**config.mk**
```make
export PLATFORM = sky130hd
export DESIGN_NAME = bankers_safety_check_top_flat
export DESIGN_NICKNAME = d
export VERILOG_FILES = /design/src/rtl/bsc_pkg.sv /design/src/rtl/bsc_if.sv /design/src/rtl/bankers_safety_check_top.sv /design/src/rtl/bsc_ctrl.sv /design/src/rtl/bsc_dp.sv /design/src/flat_wrapper.sv
export SDC_FILE = /design/constraint.sdc
export NUM_CORES = 2
export LEC_CHECK = 0
export BUFFER_PORTS_ARGS = -buffer_cell sky130_fd_sc_hd__buf_2
export CAP_MARGIN = 20
export CORE_UTILIZATION = 55
export CTS_CLUSTER_SIZE = 40
export DETAILED_ROUTE_END_ITERATION = 16
export GPL_TIMING_DRIVEN = 0
export PLACE_DENSITY = 0.71
export RECOVER_POWER = 25
export SYNTH_ARGS = -nofsm -noshare
export SYNTH_HDL_FRONTEND = slang
export SYNTH_SLANG_ARGS = --single-unit
export TNS_END_PERCENT = 100
```
**constraint.sdc**
```tcl
create_clock -name clk -period 8.2 [get_ports clk]
set_clock_uncertainty 0.1 [all_clocks]
set_input_delay 0.82 -clock clk [delete_from_list [all_inputs] [get_ports clk]]
set_output_delay 0.82 -clock clk [all_outputs]
set_load 0.02 [all_outputs]
```
**src/rtl/bsc_pkg.sv**
```systemverilog
// Shared types and constants for the safety-check block.
package bsc_pkg;

  localparam int MAX_PROCESSES = 16;
  localparam int MAX_RESOURCES = 8;

  localparam int FUNC_W    = 2;
  localparam int PIDX_W    = 4;
  localparam int RIDX_W    = 3;
  localparam int SEQ_W     = 4;
  localparam int PC_W      = 5;
  localparam int RC_W      = 4;
  localparam int CFG_W     = 5;
  localparam int CFG_IDX_W = 1;

  localparam logic [FUNC_W-1:0] FUNC_AVAIL = 2'd0;
  localparam logic [FUNC_W-1:0] FUNC_ENTRY = 2'd1;
  localparam logic [FUNC_W-1:0] FUNC_CHECK = 2'd2;

  localparam logic [CFG_IDX_W-1:0] REG_PROCESS_COUNT  = 1'b0;
  localparam logic [CFG_IDX_W-1:0] REG_RESOURCE_COUNT = 1'b1;

  localparam logic KIND_SEQ     = 1'b0;
  localparam logic KIND_VERDICT = 1'b1;

  typedef struct packed {
    logic init;
    logic test_start;
    logic grant;
    logic miss;
    logic emit_seq;
    logic emit_ver;
  } bsc_cmd_t;

  typedef struct packed {
    logic scan_end;
    logic cur_done;
    logic eval_done;
    logic eval_fit;
    logic all_granted;
    logic out_free;
    logic emit_last;
  } bsc_sts_t;

endpackage

```
**src/rtl/bsc_if.sv**
```systemverilog
// Input and result channel interfaces of the safety-check block.
interface bsc_in_if #(
  parameter int AMOUNT_BITS = 12
);
  import bsc_pkg::*;
  logic                   valid;
  logic                   ready;
  logic [FUNC_W-1:0]      func;
  logic [PIDX_W-1:0]      process_index;
  logic [RIDX_W-1:0]      resource_index;
  logic [AMOUNT_BITS-1:0] avail_amount;
  logic [AMOUNT_BITS-1:0] max_amount;
  logic [AMOUNT_BITS-1:0] held_amount;

  modport source (
    output valid, func, process_index, resource_index, avail_amount, max_amount,
           held_amount,
    input  ready
  );
  modport sink (
    input  valid, func, process_index, resource_index, avail_amount, max_amount,
           held_amount,
    output ready
  );
endinterface

interface bsc_out_if;
  import bsc_pkg::*;
  logic             valid;
  logic             ready;
  logic             kind;
  logic [SEQ_W-1:0] seq_process;
  logic             safe;
  logic             last;

  modport source (output valid, kind, seq_process, safe, last, input ready);
  modport sink (input valid, kind, seq_process, safe, last, output ready);
endinterface

```
**src/rtl/bankers_safety_check_top.sv**
```systemverilog
// Top level of the resource safety-check block.
// Usage: in_if carries one word per item. func FUNC_AVAIL loads the free units of
// one resource, FUNC_ENTRY loads max and held units of one process/resource pair,
// FUNC_CHECK starts a safety scan. Every table entry in use is loaded before a check.
// cfg_we/cfg_index/cfg_wdata set process_count (index 0) and resource_count
// (index 1), both reset to 1; the user writes them only while the block is idle,
// which the block itself does not enforce. A new word is accepted every cycle while
// no check runs. A check runs a setup step, then visits processes in turn: one that
// already finished is skipped, otherwise its resources are tested against the work
// vector, bounded by the single read port of the need/held memory, which yields one
// resource per cycle, and a grant step follows when all fit. The scan ends after a
// full pass without a grant; then out_if delivers the safe sequence (one word per
// process) if every process was granted, and a verdict word with last set, one word
// per cycle while out_if.ready allows. No input is accepted from a check until its
// verdict is in the output register, which lets loads and the next scan proceed
// while a verdict waits. When out_if.ready is low the pending word holds and
// emission stalls. Synchronous reset clears the sequencer, the counters and the
// output valid; the tables hold no reset value and need no clearing pass.
module bankers_safety_check_top #(
  parameter int AMOUNT_BITS   = 12
) (
  input  logic                          clk,
  input  logic                          rst_n,
  input  logic                          cfg_we,
  input  logic [bsc_pkg::CFG_IDX_W-1:0] cfg_index,
  input  logic [bsc_pkg::CFG_W-1:0]     cfg_wdata,
  bsc_in_if.sink                        in_if,
  bsc_out_if.source                     out_if
);
  import bsc_pkg::*;

  bsc_cmd_t cmd;
  bsc_sts_t sts;
  logic     in_fire;

  assign in_fire = in_if.valid && in_if.ready;

  bsc_ctrl u_ctrl (
    .clk      (clk),
    .rst_n    (rst_n),
    .in_valid (in_if.valid),
    .in_func  (in_if.func),
    .in_ready (in_if.ready),
    .sts      (sts),
    .cmd      (cmd)
  );

  bsc_dp #(
    .AMOUNT_BITS   (AMOUNT_BITS)
  ) u_dp (
    .clk               (clk),
    .rst_n             (rst_n),
    .cfg_we            (cfg_we),
    .cfg_index         (cfg_index),
    .cfg_wdata         (cfg_wdata),
    .in_fire           (in_fire),
    .in_func           (in_if.func),
    .in_process_index  (in_if.process_index),
    .in_resource_index (in_if.resource_index),
    .in_avail_amount   (in_if.avail_amount),
    .in_max_amount     (in_if.max_amount),
    .in_held_amount    (in_if.held_amount),
    .cmd               (cmd),
    .sts               (sts),
    .out_ready         (out_if.ready),
    .out_valid         (out_if.valid),
    .out_kind          (out_if.kind),
    .out_seq_process   (out_if.seq_process),
    .out_safe          (out_if.safe),
    .out_last          (out_if.last)
  );

  a_cmd_onehot: assert property (@(posedge clk) disable iff (!rst_n)
    $onehot0({cmd.init, cmd.test_start, cmd.grant, cmd.miss, cmd.emit_seq, cmd.emit_ver}))
    else $error("sequencer issued more than one command");

  a_grant_after_fit: assert property (@(posedge clk) disable iff (!rst_n)
    cmd.grant |-> $past(sts.eval_done && sts.eval_fit))
    else $error("grant without a fitting evaluation");

  a_no_accept_in_emit: assert property (@(posedge clk) disable iff (!rst_n)
    (cmd.emit_seq || cmd.emit_ver) |-> !in_if.ready)
    else $error("input accepted during result emission");

  a_verdict_last: assert property (@(posedge clk) disable iff (!rst_n)
    cmd.emit_ver |=> out_if.valid && out_if.last && (out_if.kind == KIND_VERDICT))
    else $error("verdict word not presented");

endmodule

```
**src/rtl/bsc_ctrl.sv**
```systemverilog
// Sequencer for table loads, the safety scan and result emission.
module bsc_ctrl (
  input  logic                         clk,
  input  logic                         rst_n,
  input  logic                         in_valid,
  input  logic [bsc_pkg::FUNC_W-1:0]   in_func,
  output logic                         in_ready,
  input  bsc_pkg::bsc_sts_t            sts,
  output bsc_pkg::bsc_cmd_t            cmd
);
  import bsc_pkg::*;

  typedef enum logic [6:0] {
    ST_IDLE     = 7'b0000001,
    ST_INIT     = 7'b0000010,
    ST_SCAN     = 7'b0000100,
    ST_TEST     = 7'b0001000,
    ST_GRANT    = 7'b0010000,
    ST_EMIT_SEQ = 7'b0100000,
    ST_EMIT_VER = 7'b1000000
  } state_t;

  state_t state_r, state_nxt;

  always_comb begin
    state_nxt = state_r;
    cmd       = '0;
    in_ready  = 1'b0;
    unique case (state_r)
      ST_IDLE: begin
        in_ready = 1'b1;
        if (in_valid && (in_func == FUNC_CHECK)) state_nxt = ST_INIT;
      end
      ST_INIT: begin
        cmd.init  = 1'b1;
        state_nxt = ST_SCAN;
      end
      ST_SCAN: begin
        if (sts.scan_end) begin
          state_nxt = sts.all_granted ? ST_EMIT_SEQ : ST_EMIT_VER;
        end else if (sts.cur_done) begin
          cmd.miss = 1'b1;
        end else begin
          cmd.test_start = 1'b1;
          state_nxt      = ST_TEST;
        end
      end
      ST_TEST: begin
        if (sts.eval_done) begin
          if (sts.eval_fit) begin
            state_nxt = ST_GRANT;
          end else begin
            cmd.miss  = 1'b1;
            state_nxt = ST_SCAN;
          end
        end
      end
      ST_GRANT: begin
        cmd.grant = 1'b1;
        state_nxt = ST_SCAN;
      end
      ST_EMIT_SEQ: begin
        if (sts.out_free) begin
          cmd.emit_seq = 1'b1;
          if (sts.emit_last) state_nxt = ST_EMIT_VER;
        end
      end
      ST_EMIT_VER: begin
        if (sts.out_free) begin
          cmd.emit_ver = 1'b1;
          state_nxt    = ST_IDLE;
        end
      end
      default: state_nxt = ST_IDLE;
    endcase
  end

  always_ff @(posedge clk) begin
    if (!rst_n) state_r <= ST_IDLE;
    else        state_r <= state_nxt;
  end

endmodule

```
**src/rtl/bsc_dp.sv**
```systemverilog
// Tables, work vector, scan counters and output register of the safety check.
module bsc_dp #(
  parameter int AMOUNT_BITS   = 12
) (
  input  logic                            clk,
  input  logic                            rst_n,
  input  logic                            cfg_we,
  input  logic [bsc_pkg::CFG_IDX_W-1:0]   cfg_index,
  input  logic [bsc_pkg::CFG_W-1:0]       cfg_wdata,
  input  logic                            in_fire,
  input  logic [bsc_pkg::FUNC_W-1:0]      in_func,
  input  logic [bsc_pkg::PIDX_W-1:0]      in_process_index,
  input  logic [bsc_pkg::RIDX_W-1:0]      in_resource_index,
  input  logic [AMOUNT_BITS-1:0]          in_avail_amount,
  input  logic [AMOUNT_BITS-1:0]          in_max_amount,
  input  logic [AMOUNT_BITS-1:0]          in_held_amount,
  input  bsc_pkg::bsc_cmd_t               cmd,
  output bsc_pkg::bsc_sts_t               sts,
  input  logic                            out_ready,
  output logic                            out_valid,
  output logic                            out_kind,
  output logic [bsc_pkg::SEQ_W-1:0]       out_seq_process,
  output logic                            out_safe,
  output logic                            out_last
);
  import bsc_pkg::*;

  localparam int PW     = $clog2(MAX_PROCESSES);
  localparam int RW     = (MAX_RESOURCES > 1) ? $clog2(MAX_RESOURCES) : 1;
  localparam int NP_W   = $clog2(MAX_PROCESSES + 1);
  localparam int NR_W   = $clog2(MAX_RESOURCES + 1);
  localparam int AW     = $clog2(MAX_PROCESSES * MAX_RESOURCES);
  localparam int NEED_W = AMOUNT_BITS + 1;
  localparam int WORK_W = AMOUNT_BITS + $clog2(MAX_PROCESSES + 1);
  localparam int MEM_W  = NEED_W + AMOUNT_BITS;

  // configuration
  logic [PC_W-1:0] pc_r;
  logic [RC_W-1:0] rc_r;
  logic [NP_W-1:0] np;
  logic [NR_W-1:0] nr;

  always_ff @(posedge clk) begin
    if (!rst_n) begin
      pc_r <= PC_W'(1);
      rc_r <= RC_W'(1);
    end else if (cfg_we) begin
      unique case (cfg_index)
        REG_PROCESS_COUNT:  pc_r <= cfg_wdata[PC_W-1:0];
        REG_RESOURCE_COUNT: rc_r <= cfg_wdata[RC_W-1:0];
        default: ;
      endcase
    end
  end

  always_comb begin
    if (pc_r == '0)                    np = NP_W'(1);
    else if (32'(pc_r) > MAX_PROCESSES) np = NP_W'(MAX_PROCESSES);
    else                               np = NP_W'(pc_r);
    if (rc_r == '0)                    nr = NR_W'(1);
    else if (32'(rc_r) > MAX_RESOURCES) nr = NR_W'(MAX_RESOURCES);
    else                               nr = NR_W'(rc_r);
  end

  // table loads
  logic              p_ok, r_ok, ld_avail, ld_entry;
  logic [NEED_W-1:0] need_w;
  logic [AW-1:0]     wr_addr, rd_addr;

  assign p_ok     = 32'(in_process_index) < MAX_PROCESSES;
  assign r_ok     = 32'(in_resource_index) < MAX_RESOURCES;
  assign ld_avail = in_fire && (in_func == FUNC_AVAIL) && r_ok;
  assign ld_entry = in_fire && (in_func == FUNC_ENTRY) && p_ok && r_ok;
  assign need_w   = {1'b0, in_max_amount} - {1'b0, in_held_amount};
  assign wr_addr  = AW'(in_process_index) * AW'(MAX_RESOURCES) + AW'(in_resource_index);

  logic [AMOUNT_BITS-1:0] avail_r [MAX_RESOURCES];
  logic [MEM_W-1:0]       entry_mem_r [MAX_PROCESSES * MAX_RESOURCES];
  logic [MEM_W-1:0]       rd_q_r;

  // scan state
  logic [PW-1:0]     scan_ptr_r, ptr_adv;
  logic [NP_W-1:0]   miss_cnt_r, granted_r;
  logic [MAX_PROCESSES-1:0] done_r;
  logic              iss_act_r, rd_v_r, fit_r;
  logic [RW-1:0]     iss_idx_r, rd_idx_r;
  logic [PW-1:0]     k_r;
  logic [WORK_W-1:0] work_r [MAX_RESOURCES];
  logic [WORK_W-1:0] tmp_r  [MAX_RESOURCES];
  logic [PW-1:0]     order_r [MAX_PROCESSES];

  logic                  iss_last, rd_last, fit_now;
  logic [NEED_W-1:0]     need_q;
  logic [AMOUNT_BITS-1:0] held_q;
  logic signed [WORK_W:0] need_ext, work_ext;

  assign rd_addr  = AW'(scan_ptr_r) * AW'(MAX_RESOURCES) + AW'(iss_idx_r);
  assign iss_last = (NR_W'(iss_idx_r) + NR_W'(1)) == nr;
  assign rd_last  = rd_v_r && ((NR_W'(rd_idx_r) + NR_W'(1)) == nr);
  assign ptr_adv  = ((NP_W'(scan_ptr_r) + NP_W'(1)) == np) ? '0 : scan_ptr_r + PW'(1);
  assign need_q   = rd_q_r[MEM_W-1 -: NEED_W];
  assign held_q   = rd_q_r[AMOUNT_BITS-1:0];
  assign need_ext = {{(WORK_W + 1 - NEED_W){need_q[NEED_W-1]}}, need_q};
  assign work_ext = {1'b0, work_r[rd_idx_r]};
  assign fit_now  = need_ext <= work_ext;

  always_ff @(posedge clk) begin
    if (ld_avail) avail_r[RW'(in_resource_index)] <= in_avail_amount;
    if (ld_entry) entry_mem_r[wr_addr] <= {need_w, in_held_amount};
    if (iss_act_r) rd_q_r <= entry_mem_r[rd_addr];
  end

  always_ff @(posedge clk) begin
    if (!rst_n) begin
      scan_ptr_r  <= '0;
      miss_cnt_r  <= '0;
      granted_r   <= '0;
      done_r      <= '0;
      iss_act_r   <= 1'b0;
      rd_v_r      <= 1'b0;
      k_r         <= '0;
      out_valid   <= 1'b0;
    end else begin
      if (cmd.init) begin
        scan_ptr_r <= '0;
        miss_cnt_r <= '0;
        granted_r  <= '0;
        done_r     <= '0;
        k_r        <= '0;
      end
      if (cmd.miss) begin
        miss_cnt_r <= miss_cnt_r + NP_W'(1);
        scan_ptr_r <= ptr_adv;
      end
      if (cmd.grant) begin
        done_r[scan_ptr_r] <= 1'b1;
        granted_r          <= granted_r + NP_W'(1);
        miss_cnt_r         <= '0;
        scan_ptr_r         <= ptr_adv;
      end
      if (cmd.test_start)           iss_act_r <= 1'b1;
      else if (iss_act_r && iss_last) iss_act_r <= 1'b0;
      rd_v_r <= iss_act_r;
      if (cmd.emit_seq) k_r <= k_r + PW'(1);
      if (cmd.emit_seq || cmd.emit_ver) out_valid <= 1'b1;
      else if (out_ready)               out_valid <= 1'b0;
    end
  end

  always_ff @(posedge clk) begin
    if (cmd.init) begin
      for (int i = 0; i < MAX_RESOURCES; i++) work_r[i] <= WORK_W'(avail_r[i]);
    end else if (cmd.grant) begin
      for (int i = 0; i < MAX_RESOURCES; i++) work_r[i] <= tmp_r[i];
    end
    if (cmd.test_start) begin
      iss_idx_r <= '0;
      fit_r     <= 1'b1;
    end else begin
      if (iss_act_r) iss_idx_r <= iss_idx_r + RW'(1);
      if (rd_v_r)    fit_r     <= fit_r & fit_now;
    end
    if (iss_act_r) rd_idx_r <= iss_idx_r;
    if (rd_v_r) tmp_r[rd_idx_r] <= work_r[rd_idx_r] + WORK_W'(held_q);
    if (cmd.grant) order_r[granted_r[PW-1:0]] <= scan_ptr_r;
    if (cmd.emit_seq) begin
      out_kind        <= KIND_SEQ;
      out_seq_process <= SEQ_W'(order_r[k_r]);
      out_safe        <= 1'b0;
      out_last        <= 1'b0;
    end else if (cmd.emit_ver) begin
      out_kind        <= KIND_VERDICT;
      out_seq_process <= '0;
      out_safe        <= sts.all_granted;
      out_last        <= 1'b1;
    end
  end

  always_comb begin
    sts.scan_end    = miss_cnt_r >= np;
    sts.cur_done    = done_r[scan_ptr_r];
    sts.eval_done   = rd_last;
    sts.eval_fit    = fit_r && fit_now;
    sts.all_granted = granted_r == np;
    sts.out_free    = !out_valid || out_ready;
    sts.emit_last   = (NP_W'(k_r) + NP_W'(1)) == np;
  end

endmodule
```
**src/flat_wrapper.sv**
```systemverilog
// flat-port wrapper written by rule: the top's interface ports become plain ports
module bankers_safety_check_top_flat import bsc_pkg::*;
#(
  parameter int AMOUNT_BITS   = 12
)
  (clk, rst_n, cfg_we, cfg_index, cfg_wdata, in_if_valid, in_if_func, in_if_process_index, in_if_resource_index, in_if_avail_amount, in_if_max_amount, in_if_held_amount, in_if_ready, out_if_valid, out_if_kind, out_if_seq_process, out_if_safe, out_if_last, out_if_ready);
  bsc_in_if #(.AMOUNT_BITS(AMOUNT_BITS)) in_if_i ();
  bsc_out_if out_if_i ();
  input  logic clk;
  input  logic rst_n;
  input  logic cfg_we;
  input  logic [bsc_pkg::CFG_IDX_W-1:0] cfg_index;
  input  logic [bsc_pkg::CFG_W-1:0] cfg_wdata;
  input wire logic [$bits(in_if_i.valid)-1:0] in_if_valid;
  input wire logic [$bits(in_if_i.func)-1:0] in_if_func;
  input wire logic [$bits(in_if_i.process_index)-1:0] in_if_process_index;
  input wire logic [$bits(in_if_i.resource_index)-1:0] in_if_resource_index;
  input wire logic [$bits(in_if_i.avail_amount)-1:0] in_if_avail_amount;
  input wire logic [$bits(in_if_i.max_amount)-1:0] in_if_max_amount;
  input wire logic [$bits(in_if_i.held_amount)-1:0] in_if_held_amount;
  output wire logic [$bits(in_if_i.ready)-1:0] in_if_ready;
  output wire logic [$bits(out_if_i.valid)-1:0] out_if_valid;
  output wire logic [$bits(out_if_i.kind)-1:0] out_if_kind;
  output wire logic [$bits(out_if_i.seq_process)-1:0] out_if_seq_process;
  output wire logic [$bits(out_if_i.safe)-1:0] out_if_safe;
  output wire logic [$bits(out_if_i.last)-1:0] out_if_last;
  input wire logic [$bits(out_if_i.ready)-1:0] out_if_ready;
  assign in_if_i.valid = in_if_valid;
  assign in_if_i.func = in_if_func;
  assign in_if_i.process_index = in_if_process_index;
  assign in_if_i.resource_index = in_if_resource_index;
  assign in_if_i.avail_amount = in_if_avail_amount;
  assign in_if_i.max_amount = in_if_max_amount;
  assign in_if_i.held_amount = in_if_held_amount;
  assign in_if_ready = in_if_i.ready;
  assign out_if_valid = out_if_i.valid;
  assign out_if_kind = out_if_i.kind;
  assign out_if_seq_process = out_if_i.seq_process;
  assign out_if_safe = out_if_i.safe;
  assign out_if_last = out_if_i.last;
  assign out_if_i.ready = out_if_ready;
  bankers_safety_check_top #(.AMOUNT_BITS(AMOUNT_BITS)) u_core (.clk(clk), .rst_n(rst_n), .cfg_we(cfg_we), .cfg_index(cfg_index), .cfg_wdata(cfg_wdata), .in_if(in_if_i), .out_if(out_if_i));
endmodule
```
# After elaboration in Yosys (flattened, before gate mapping)
# Memories as Yosys holds them, arrays and structs flattened. A register that Yosys moved wholly into a read port is not among the register bits.
# Cells that the tools add are included.
totals:
  register_bits: 66
  mem_bits_rw: 3632
  output_inout_bits: 9
  wordCells: 171
  mem_count: 5
classes:
  add_sub_neg: 13
  magnitude_cmp: 6
  n_eq_ne: 20
  n_mux: 72
  bitwise: 12
  reduce_logical: 26
mem_list:
  columns: ["name", "depth", "width", "read_ports", "rd_clocked_by_memory_dff", "wr", "line", "source"]
  rows:
  - ["u_core.u_dp.entry_mem_r", 128, 25, 1, 1, 1, "bsc_dp.sv:78", "logic [MEM_W-1:0] entry_mem_r [MAX_PROCESSES * MAX_RESOURCES];"]
  - ["u_core.u_dp.tmp_r", 8, 17, 8, 0, 1, "bsc_dp.sv:89", "logic [WORK_W-1:0] tmp_r [MAX_RESOURCES];"]
  - ["u_core.u_dp.work_r", 8, 17, 1, 1, 8, "bsc_dp.sv:88", "logic [WORK_W-1:0] work_r [MAX_RESOURCES];"]
  - ["u_core.u_dp.avail_r", 8, 12, 8, 0, 1, "bsc_dp.sv:77", "logic [AMOUNT_BITS-1:0] avail_r [MAX_RESOURCES];"]
  - ["u_core.u_dp.order_r", 16, 4, 1, 1, 1, "bsc_dp.sv:90", "logic [PW-1:0] order_r [MAX_PROCESSES];"]
op_table:
  columns: ["op", "count"]
  rows:
  - ["17-bit two-way mux", 8]
  - ["7-bit two-way mux", 8]
  - ["16-bit two-way mux", 3]
  - ["4-bit two-way mux", 11]
  - ["7-bit one-hot mux with 6 select lines", 1]
  - ["1-bit two-way mux", 31]
  - ["5-bit two-way mux", 6]
  - ["13-bit by 18-bit <= comparator with 1-bit output", 1]
  - ["17-bit by 12-bit adder with 17-bit output", 1]
  - ["16-bit OR", 1]
  - ["5-bit equality test", 3]
  - ["7-bit by 3-bit adder with 7-bit output", 2]
  - ["12-bit by 12-bit subtractor with 13-bit output", 1]
  - ["2-bit nonzero test", 6]
  - ["4-bit by 1-bit adder with 5-bit output (second input constant)", 2]
  - ["5-bit by 1-bit adder with 5-bit output (second input constant)", 2]
  - ["3-bit by 1-bit adder with 4-bit output (second input constant)", 2]
  - ["4-bit by 1-bit adder with 4-bit output (second input constant)", 2]
  - ["4-bit equality test", 2]
  - ["1-bit logical AND", 8]
  - ["1-bit OR", 8]
  - ["7-bit by 1-bit equality test with 1-bit output (second input constant)", 1]
  - ["7-bit by 2-bit equality test with 1-bit output (second input constant)", 1]
  - ["7-bit by 3-bit equality test with 1-bit output (second input constant)", 1]
  - ["30 further kinds", 37]

# Logic depth before layout (Yosys ltp)
depth:
  word_depth: 9
  mapped_depth: 15

# By module
# Synthesis repeated with hierarchy kept, for this count alone.
unflattened:
  hier_cells: 6763
  area_unflattened_um2: 144682.5
modules_own_cells:
  columns: ["mod", "instances", "cells_each", "area_each_um2", "seq_area_each_um2"]
  rows:
  - ["bsc_dp", 1, 6690, 144108.2, 111206.7]
  - ["bsc_ctrl", 1, 72, 568.0, 140.1]
  - ["bankers_safety_check_top", 1, 1, 6.3, 0.0]

# Worst setup path after synthesis
# No wires, ideal clock.
synth_path:
  kind: "input to register"
  start: "in in_if_max_amount[0]"
  end: "mem u_core.u_dp.entry_mem_r[0][22] (netlist bit) (data pin)"
  setup_time_ps: 930
  t_arrival_ps: 5956
  t_required_ps: 7170
  setup_slack_ps: 1214
  path_stages: 10
  n_path_buf: 0
  path_cell_list: "inv_1 ha_1 fa_1 nor2b_1 o21ai_0 a21boi_0 o21ai_0 a21oi_1 a311oi_1 xnor2_1"
synth_between:
  elab_chain_cells: 1
synth_lines:
  columns: ["item", "line", "source"]
  rows:
  - ["start, declared", "flat_wrapper.sv:19", "input wire logic [$bits(in_if_i.max_amount)-1:0] in_if_max_amount;"]
  - ["12-bit by 12-bit subtractor with 13-bit output", "bsc_dp.sv:74", "assign need_w = {1'b0, in_max_amount} - {1'b0, in_held_amount};"]
  - ["via u_core.u_dp.need_w[10]", "bsc_dp.sv:67", "logic [NEED_W-1:0] need_w;"]
  - ["end, declared", "bsc_dp.sv:78", null]
# The timed path passes the listed nets, and every way through them passes these cells.

# Final worst setup path
layout_path:
  start: "in in_if_held_amount[11]"
  end: "mem u_core.u_dp.entry_mem_r[26][24] (netlist bit) (data pin)"
layout_between:
  elab_chain_cells: 1
layout_lines:
  columns: ["item", "line", "source"]
  rows:
  - ["start, declared", "flat_wrapper.sv:20", "input wire logic [$bits(in_if_i.held_amount)-1:0] in_if_held_amount;"]
  - ["12-bit by 12-bit subtractor with 13-bit output", "bsc_dp.sv:74", null]
  - ["via u_core.u_dp.need_w[12]", "bsc_dp.sv:67", null]
# The timed path passes the listed nets, and every way through them passes these cells.

==> flow_metrics.env <==
export IMPL_cp_top_family="buffers and inverters"
export IMPL_r2r_start="u_core.u_dp.scan_ptr_r[0]$_SDFFE_PN0P_"
export IMPL_yosysTopAreaCellShare_pct=76.4
export IMPL_antenna_found_initial=24
export IMPL_start_util_pct=55.4
export IMPL_synth_mux_area_share_pct=17.4
export IMPL_path_clk_slew_ns=0.06
export IMPL_placedInstanceArea_mm2=0.155
export IMPL_synthFlopType="edfxtp_1"
export IMPL_p_total_w=0.0484
export IMPL_drv_slew=1285
export IMPL_drtAntennaViolNets=0
export IMPL_grt_pass1_wl_um=604000
export IMPL_dp_hpwl_um=299000
export IMPL_grt_setup_unrepaired="false"
export IMPL_ys_warn_count=0
export IMPL_syn_avg_cell_area_um2=22.5
export IMPL_grt_usage_pct=34.2
export IMPL_h_tree_depth=5
export IMPL_setup_viol=0
export IMPL_cts_setup_buffers=0
export IMPL_holdCritStartpoint="cfg_wdata[4]"
export IMPL_synth_edf_count=3664
export IMPL_first_pass_iters=8
export IMPL_grt_pass1_vias=74100
export IMPL_power_density_mw_per_mm2=290
export IMPL_drt_iter0_drc=12300
export IMPL_multi_input_area_mm2=0.0321
export IMPL_yosysMostFrequentCell="edfxtp_1"
export IMPL_leakage_nw=52.0
export IMPL_ctsResizeCount=0
export IMPL_dieWidth_um=514
export IMPL_worst_slew_pin_slew_ns=4.65
export IMPL_wl_per_cell_um=41.0
export IMPL_insertion_delay_ns=0.95
export IMPL_vias_per_cell=6.90
export IMPL_critPathLaunchType="input port"
export IMPL_fin_hold_ws_ns=0.0954
export IMPL_period_needed_ns=7.05
export IMPL_max_slew_margin_rel_pct=-210
export IMPL_drc=0
export IMPL_criticalPathCategory="in -> reg"
export IMPL_dpl_worst_slack_ns=2.42
export IMPL_yosys_area_share_simple_pct=2.39
export IMPL_cts_buffers=371
export IMPL_max_freq_mhz=142
export IMPL_dieArea_mm2=0.264
export IMPL_cpMaxStageDelayCell="clkbuf_1"
export IMPL_vias=75400
export IMPL_post_route_cell_area_mm2=0.167
export IMPL_synth_fa_ha_area_share_pct=0.523
export IMPL_synth_fp_nets=6499
export IMPL_rows=187
export IMPL_yosysTopAreaCell="edfxtp_1"
export IMPL_critPathMaxFanout=65
export IMPL_ctsHoldBuffers=0
export IMPL_grt_max_degree=104
export IMPL_ys_ff_latch=3730
export IMPL_r2r_end="u_core.u_dp.rd_q_r[1]$_DFFE_PP_"
export IMPL_r2r_slack_ns=1.87
export IMPL_synth_top_family_by_area="multiplexers"
export IMPL_timing_final_crit_share_pct=86.0
export IMPL_violations="capacitance limit, slew limit"
export IMPL_die_h_um=514
export IMPL_synth_compound_area_share_pct=0.967
export IMPL_ios=65
export IMPL_routed_wl_um=448000
export IMPL_cp_end_kind="flip-flop"
export IMPL_hold_viol_final=0
export IMPL_syn2layout_area_growth_pct=15.9
export IMPL_fillers=16300
export IMPL_ir_drop_mv=0.214
export IMPL_core_mm2=0.260
export IMPL_clock_path_buffers=4
export IMPL_cts_root_buf="clkbuf_16"
export IMPL_globalplace_congestion=1.00
export IMPL_slowest_delay_ns=2.39
export IMPL_worst_slack_ns=1.15
export IMPL_regArea_mm2=0.111
export IMPL_syn_area_mm2=0.144
export IMPL_crit_chain="clkbuf_1, clkbuf_1, inv_1, ha_1, nor2_1, a211o_4, buf_16"
export IMPL_synth_async_reset_ratio_pct=0
export IMPL_arrival_ns=7.60
export IMPL_crit_required_ns=8.75
export IMPL_layout_drive_gt1_share_pct=29.7
export IMPL_yosys_area_share_xor_xnor_pct=0.286
export IMPL_holdPathStages=3
export IMPL_synthDistinctLibCells=70
export IMPL_critPathBufInv=4
export IMPL_status="complete, but fails checks"
export IMPL_overflow=0
export IMPL_tns_ns=0
export IMPL_cts_tree="built"
export IMPL_reg2regPathDepth=8
export IMPL_hold_path_end="u_core.u_dp.pc_r[4]$_SDFFE_PN0P_"
export IMPL_nNetsFinal=7222
export IMPL_yosysSeqAreaShare_pct=77.4
export IMPL_min_path_type="in -> reg"
export IMPL_drv_cap=22
export IMPL_cp_common_cell="clkbuf_1"
export IMPL_post_synth_inst_count=6384
export IMPL_synth_area_top_cells="edfxtp_1 (76%), mux4_2 (16%), nand2_1 (0.94%)"
export IMPL_io_buffers=62
export IMPL_clkSinkCount=3730
export IMPL_synth_common_cells="edfxtp_1 (3664), mux4_2 (1054), nand2_1 (360), nor2_1 (250), clkbuf_1 (175)"
-- sequential cells by signal, indices dropped and copies added, names as in the netlist, 5 cells and up, named ones only --
register / flops
u_core.u_dp.rd_q_r: 25
u_core.u_dp.done_r: 16
u_core.u_dp.avail_r: 96
u_core.u_dp.pc_r: 5
u_core.u_ctrl.state_r: 7
u_core.u_dp.granted_r: 5
u_core.u_dp.tmp_r: 136
u_core.u_dp.miss_cnt_r: 5
u_core.u_dp.work_r: 136
u_core.u_dp.entry_mem_r: 3200
u_core.u_dp.order_r: 64
-- cells in the final DEF, fill, tap and decap left out, types with 27 or more instances in the layout --
| cell type | netlist | final |
|---|---|---|
| a21oi_1 | 36 | 36 |
| and2_1 | 52 | 52 |
| buf_1 | 36 | 28 |
| buf_12 | 0 | 114 |
| buf_16 | 0 | 45 |
| buf_2 | 97 | 140 |
| buf_6 | 3 | 32 |
| buf_8 | 0 | 75 |
| bufinv_16 | 0 | 40 |
| clkbuf_1 | 175 | 278 |
| clkbuf_16 | 0 | 378 |
| clkinv_1 | 2 | 84 |
| clkinv_2 | 0 | 63 |
| dfxtp_1 | 66 | 66 |
| diode_2 | 0 | 30 |
| edfxtp_1 | 3664 | 3664 |
| ha_1 | 57 | 57 |
| inv_1 | 52 | 50 |
| mux2_2 | 38 | 38 |
| mux2i_1 | 88 | 88 |
| mux4_2 | 1054 | 1054 |
| nand2_1 | 360 | 359 |
| nand3_1 | 35 | 35 |
| nor2_1 | 250 | 121 |
| nor2_4 | 0 | 129 |
| o22ai_1 | 28 | 28 |
| xnor2_1 | 34 | 27 |
-- area by class of cell --
class                           count  area share (%)
Sequential cell                  3730            66.7
Multi-Input combinational cell   2283            19.3
Clock buffer                      459            5.86
Timing Repair Buffer              350            3.23
Tap cell                         3496            2.62
Clock inverter                    209            1.31
Buffer                            317           0.831
Inverter                           54           0.124
Antenna cell                       30          0.0450
-- worst min-delay path, stage by stage --
cell	delay, ns
buf_2	0.08
mux2i_1	0.06
nor2_1	0.07
-- per-layer routing --
metal  vias to the layer above  GRT usage, %  share of wire (%)
met2                      6204          52.6                 46
met4                        25          21.7                7.7
met3                      1425          11.2                 13
met1                     39400          41.9                 33
met5                         -          2.63               0.15
li1                      28300             -                  -
-- report_power, final --
part	total (W)	switching (W)	internal [W]
Clock	0.0170	0.00723	0.00975
Sequential	0.0215	0.0000331	0.0215
Combinational	0.00990	0.00584	0.00405
Total	0.0484	0.0131	0.0353
-- worst max-delay path by stage --
stage / start / to / slack, ns / cells after the start
after global routing: in_if_held_amount[11] / u_core.u_dp.entry_mem_r[26][24]$_DFFE_PP_ / 1.17 / 7
after global placement: in_if_held_amount[2] / u_core.u_dp.entry_mem_r[20][22]$_DFFE_PP_ / -5.01 / 10
after floorplan: in_if_max_amount[0] / u_core.u_dp.entry_mem_r[0][22]$_DFFE_PP_ / 1.21 / 10
after detailed placement: u_core.u_dp.scan_ptr_r[0]$_SDFFE_PN0P_ / u_core.u_dp.rd_q_r[1]$_DFFE_PP_ / 2.42 / 7
after CTS: u_core.u_dp.scan_ptr_r[0]$_SDFFE_PN0P_ / u_core.u_dp.rd_q_r[1]$_DFFE_PP_ / 2.38 / 7
final: in_if_held_amount[11] / u_core.u_dp.entry_mem_r[26][24]$_DFFE_PP_ / 1.15 / 7
-- cell families after synthesis --
group           Yosys count
compound gates          197
xor+xnor                 47
fa+ha+maj                59
buf+inv                 371
flops                  3730
mux                    1180
simple gates            800
-- stage by stage --
step           cells  util, %
2_1_floorplan   6384        -
3_3_place_gp    9942     57.2
3_5_place_dp   10200     59.6
4_1_cts        10900     64.2
5_1_grt        10900     64.2
6_report       10900     64.2
Note: power is estimated with default switching activity, not from simulation.
